===== src/rtl/core/rhp_pkg.sv =====
// Shared constants, codes and width helpers for the refcounted handle pool.
`default_nettype none

package rhp_pkg;

  localparam int ARENA_SLOTS_DEF = 256;
  localparam int MAX_ARENAS_DEF  = 8;
  localparam int REF_WIDTH_DEF   = 16;

  localparam int IN_TDATA_W  = 48;
  localparam int IN_TUSER_W  = 2;
  localparam int OUT_TDATA_W = 72;
  localparam int CFG_INDEX_W = 2;
  localparam int CFG_DATA_W  = 4;

  localparam int ARENA_W   = 3;
  localparam int SLOT_F_W  = 8;
  localparam int PAYLOAD_W = 32;
  localparam int STATUS_W  = 3;
  localparam int COUNT_W   = 12;

  localparam int WORD_BITS_MAX_W = 5;

  localparam logic [IN_TUSER_W-1:0] KIND_CREATE  = 2'd0;
  localparam logic [IN_TUSER_W-1:0] KIND_GET     = 2'd1;
  localparam logic [IN_TUSER_W-1:0] KIND_RELEASE = 2'd2;
  localparam logic [IN_TUSER_W-1:0] KIND_DESTROY = 2'd3;

  localparam logic [STATUS_W-1:0] STAT_OK         = 3'd0;
  localparam logic [STATUS_W-1:0] STAT_NOT_FOUND  = 3'd1;
  localparam logic [STATUS_W-1:0] STAT_REFERENCED = 3'd2;
  localparam logic [STATUS_W-1:0] STAT_FULL       = 3'd3;
  localparam logic [STATUS_W-1:0] STAT_FATAL      = 3'd4;

  localparam logic [CFG_INDEX_W-1:0] CFG_ACTIVE_ARENAS = 2'd0;
  localparam logic [CFG_INDEX_W-1:0] CFG_AUTO_FREE     = 2'd1;
  localparam logic [CFG_INDEX_W-1:0] CFG_NO_FAIL       = 2'd2;

  localparam logic [CFG_DATA_W-1:0] ACTIVE_ARENAS_RESET = 4'd2;

  function automatic int slot_width(input int slots);
    return (slots > 1) ? $clog2(slots) : 1;
  endfunction

  function automatic int bit_width(input int slots);
    return (slot_width(slots) > WORD_BITS_MAX_W) ? WORD_BITS_MAX_W : slot_width(slots);
  endfunction

  function automatic int word_index_width(input int slots);
    return (slot_width(slots) > WORD_BITS_MAX_W) ? slot_width(slots) - WORD_BITS_MAX_W : 1;
  endfunction

  function automatic int arena_width(input int arenas);
    return (arenas > 1) ? $clog2(arenas) : 1;
  endfunction

endpackage

`default_nettype wire


===== src/rtl/core/rhp_bitmap.sv =====
// Slot occupancy bitmap memory with lowest-free-bit finder on the read word.
`default_nettype none

module rhp_bitmap #(
  parameter int ARENA_SLOTS = rhp_pkg::ARENA_SLOTS_DEF,
  parameter int MAX_ARENAS  = rhp_pkg::MAX_ARENAS_DEF
) (
  input  wire logic                                       clk,
  input  wire logic [rhp_pkg::arena_width(MAX_ARENAS)
                     + rhp_pkg::word_index_width(ARENA_SLOTS)-1:0] raddr,
  input  wire logic                                       we,
  input  wire logic [rhp_pkg::arena_width(MAX_ARENAS)
                     + rhp_pkg::word_index_width(ARENA_SLOTS)-1:0] waddr,
  input  wire logic [(1 << rhp_pkg::bit_width(ARENA_SLOTS))-1:0]    wdata,
  output logic      [(1 << rhp_pkg::bit_width(ARENA_SLOTS))-1:0]    rdata,
  output logic                                            free_any,
  output logic      [rhp_pkg::bit_width(ARENA_SLOTS)-1:0] free_pos
);

  localparam int BIT_W = rhp_pkg::bit_width(ARENA_SLOTS);
  localparam int WPA_W = rhp_pkg::word_index_width(ARENA_SLOTS);
  localparam int AW    = rhp_pkg::arena_width(MAX_ARENAS);
  localparam int BA_W  = AW + WPA_W;
  localparam int BW    = 1 << BIT_W;
  localparam int DEPTH = 1 << BA_W;

  logic [BW-1:0]    mem [DEPTH];
  logic [WPA_W-1:0] rword;
  logic [BW-1:0]    free_vec;

  always_ff @(posedge clk) begin
    if (we) begin
      mem[waddr] <= wdata;
    end
    rdata <= mem[raddr];
    rword <= raddr[WPA_W-1:0];
  end

  // mask slots beyond the arena size
  always_comb begin
    for (int b = 0; b < BW; b++) begin
      free_vec[b] = !rdata[b] && (((int'(rword) << BIT_W) + b) < ARENA_SLOTS);
    end
  end

  always_comb begin
    free_any = |free_vec;
    free_pos = '0;
    for (int b = BW - 1; b >= 0; b--) begin
      if (free_vec[b]) begin
        free_pos = BIT_W'(b);
      end
    end
  end

endmodule

`default_nettype wire


===== config.mk =====
export PLATFORM = sky130hd
export DESIGN_NAME = rhp_bitmap
export DESIGN_NICKNAME = d
export VERILOG_FILES = /design/src/rtl/core/rhp_pkg.sv /design/src/rtl/core/rhp_bitmap.sv
export SDC_FILE = /design/constraint.sdc
export NUM_CORES = 2
export LEC_CHECK = 0
export BUFFER_PORTS_ARGS = -buffer_cell sky130_fd_sc_hd__buf_2
export CAP_MARGIN = 10
export CORE_UTILIZATION = 63
export CTS_CLUSTER_DIAMETER = 100
export CTS_CLUSTER_SIZE = 40
export DETAILED_ROUTE_END_ITERATION = 8
export PLACE_DENSITY = 0.9
export SETUP_SLACK_MARGIN = 0.5
export SKIP_CTS_REPAIR_TIMING = 1
export SLEW_MARGIN = 25
export SYNTH_ARGS = -nofsm -noshare
export SYNTH_HDL_FRONTEND = slang
export SYNTH_SLANG_ARGS = --single-unit

===== constraint.sdc =====
create_clock -name clk -period 4.35 [get_ports clk]
set_input_delay 0.435 -clock clk [delete_from_list [all_inputs] [get_ports clk]]
set_output_delay 0.435 -clock clk [all_outputs]
set_load 0.02 [all_outputs]

==> results.cfg <==
[status]
outcome = completed

[timing]
finClkSkew_ns = 0.05874
fin_crit_sh = 0.9018
whs_ns = 0.002303
tightest_slew_ns = 1.142
setup_viol = 0
setup_ws_ns = 0.4270
tns_ns = 0
slew_violations = 0
slew_headroom = 0.2389
grt_setup_unrepaired = no
timing.fmax_ghz = 0.2549
period_needed_ns = 3.923
finalHoldViolations = 0

[power]
p_sw_frac = 0.2240
ir_drop_v = 0.0003378
power.total_w = 0.03307
p_int_w = 0.02566
switchingPower_w = 0.007409
p_seq_frac = 0.676
pwr-share-clk = 0.252
p_leak_nw = 25.52
comb_power_share = 0.071
powerDensity_mw_per_mm2 = 393.3

[synth]
netlist_instances = 3343
synth_seq_area_share = 0.7912
synth_top_area_frac = 0.7830
syn_avg_cell_area_um2 = 23.49
synth.distinct_cells = 41
synthFlopType = edfxtp_1
synthTopCellsByArea = edfxtp_1, mux4_2, a22oi_1, dfxtp_1, a22o_1
synth_edf_count = 2048
async_reset_ff_frac = 0
ys_ff_latch = 2080
syn_area_mm2 = 0.07854
synth_common_cells = edfxtp_1, mux4_2, a22oi_1
ys_warn_count = 0
synth_area_leader_cell = edfxtp_1
synth_nets = 3389
yosysMostFrequentCell = edfxtp_1

[global_routing]
grt_pass1_vias = 40728
grt_pass1_wl_um = 320200
grt_max_degree = 93
overflow = 0
antenna_found_initial = 15
grt_usage = 0.3724

[placement]
dpl_worst_slack_ns = 0.5767
port_buffers = 83
finalWeightedCongestion = 0.9272
postPlaceCellArea_mm2 = 0.08218
dp_hpwl_um = 131000

[detailed_routing]
drt-initial-drc-count = 9087
post_drt_wl_per_cell_um = 45.32
drcViolationCount = 0
ant_nets = 0
routed_wl_um = 234400
vias_per_cell = 8.025
vias = 41513
drt_pass1_iterations = 9

[die]
die_area_mm2 = 0.1261
core-area_mm2 = 0.1236
io_pins = 84
rows = 129
dieHeight_um = 355.1
die_x_um = 355.1
start_util = 0.6353

[flow_run]
maxCapViolations = 0

[critical_path]
critPathRequiredTime_ns = 3.91
crit_type = reg -> out
critPathSlowestCell = dfxtp_1
startpoint_type = flip-flop
crit_start = rdata[12]$_DFF_P_
worstPathCellList = o21ai_0, a21oi_2, o211ai_1, a21oi_1, buf_2
cp.arrival_ns = 3.49
slowest_delay_ns = 0.90
critPathCaptureType = output port
crit_fanout = 6
r2r_start = mem[53][9]$_DFFE_PP_

[clock_network]
cts_num_sinks = 2080
cts_buffer_depth = 3
h-tree-depth = 2
root_buffer = clkbuf_16
path_clk_slew_ns = 0.14
clk_latency_ns = 0.79
cts_buffers = 58
cts_tree = yes

[cells_and_area]
syn2layout_area_growth_pct = 7.044
nNetsFinal = 3524
drive_above_1_share = 0.2634
fillerInstances = 6776
final_area_mm2 = 0.08408

[min_path]
hold_class = in -> reg
hp-start = wdata[20]
==> metal layers <==
| metal | global-route usage | vias up | part of all wire | wire, um |
|---|---|---|---|---|
| met2 | 0.5747 | 5094 | 0.46 | 108600 |
| li1 | - | 14589 | - | - |
| met4 | 0.2426 | 20 | 0.090 | 21110 |
| met5 | 0 | - | 0.00096 | 226 |
| met1 | 0.4595 | 20518 | 0.28 | 65840 |
| met3 | 0.1190 | 1292 | 0.16 | 38660 |
==> area by class of cell <==
| class | instances | area [um2] | share of cell area |
|---|---|---|---|
| flip-flops and latches | 2080 | 62140 | 0.7391 |
| multi-input cells | 1064 | 15930 | 0.1894 |
| repair buffers | 260 | 2143 | 0.02549 |
| well taps | 1637 | 2048 | 0.02436 |
| clock buffers | 101 | 1613 | 0.01918 |
| clock inverters | 8 | 130.1 | 0.001548 |
| inverters | 14 | 52.55 | 0.0006250 |
| diodes | 9 | 22.52 | 0.0002679 |
==> critical path, delay by kind of cell, from the launching register on <==
family	cells	cell delay, ns
AOI/OAI and AO/OA	4	1.55
buffers and inverters	1	0.24
DFF	1	0.90
==> sequential cells by signal (all words and copies together) (netlist names) <==
signal	cells
mem	2048
rdata	32
==> layout by cell type, fill, tap and decap left out, drive strengths merged, types with 2 or more instances in the layout <==
cell,synthesis,routed
o211ai,2,2
nand4,11,11
nand2b,5,5
or3b,2,2
or3,3,3
and2,2,2
a21boi,2,2
nor2b,7,7
nor2,82,82
buf,100,258
a22oi,118,118
clkbuf,85,103
a21oi,19,19
nand3,14,14
nand3b,2,2
o21ai,18,18
diode,0,9
mux4,526,526
a221oi,54,54
nand2,69,69
a22o,55,55
edfxtp,2048,2048
o221ai,24,24
dfxtp,32,32
mux2i,32,32
inv,14,19
nor3,7,7
bufinv,0,2
==> kinds of logic (layout without fill, tap and decap cells) <==
| kind of cell | after synthesis | in the layout | synth area share |
|---|---|---|---|
| other | 0 | 9 | 0 |
| AOI/OAI and AO/OA | 300 | 300 | 0.02973 |
| DFF | 2080 | 2080 | 0.7912 |
| muxes | 559 | 559 | 0.1550 |
| buffers and inverters | 199 | 383 | 0.01274 |
| and+or+nand+nor | 205 | 205 | 0.01133 |
==> power groups by stage <==
stage / clock, W / combinational (W) / sequential (W)
floorplan: 0 / 0.00108 / 0.0227
global placement: 0 / 0.00205 / 0.0227
detailed placement: 0 / 0.00218 / 0.0228
CTS: 0.00822 / 0.00224 / 0.0223
global route: 0.00879 / 0.00236 / 0.0223
finish: 0.00834 / 0.00236 / 0.0224
==> stage by stage <==
| stage | utilization | instances |
|---|---|---|
| after CTS | 0.6788 | 5158 |
| after global placement | 0.6641 | 5045 |
| after floorplan | - | 3343 |
| final | 0.6800 | 5173 |
| after global routing | 0.6798 | 5164 |
| after detailed placement | 0.6647 | 5049 |
==> final timing paths <==
kind              slack [ns]  depth (start not counted)                    end
setup / recovery        0.43                          5            free_pos[0]
setup reg to reg        1.50                          5       rdata[9]$_DFF_P_
hold reg to reg         0.89                          3      rdata[18]$_DFF_P_
hold / removal         0.002                          1  mem[13][20]$_DFFE_PP_
(Power assumes the default switching activity.)
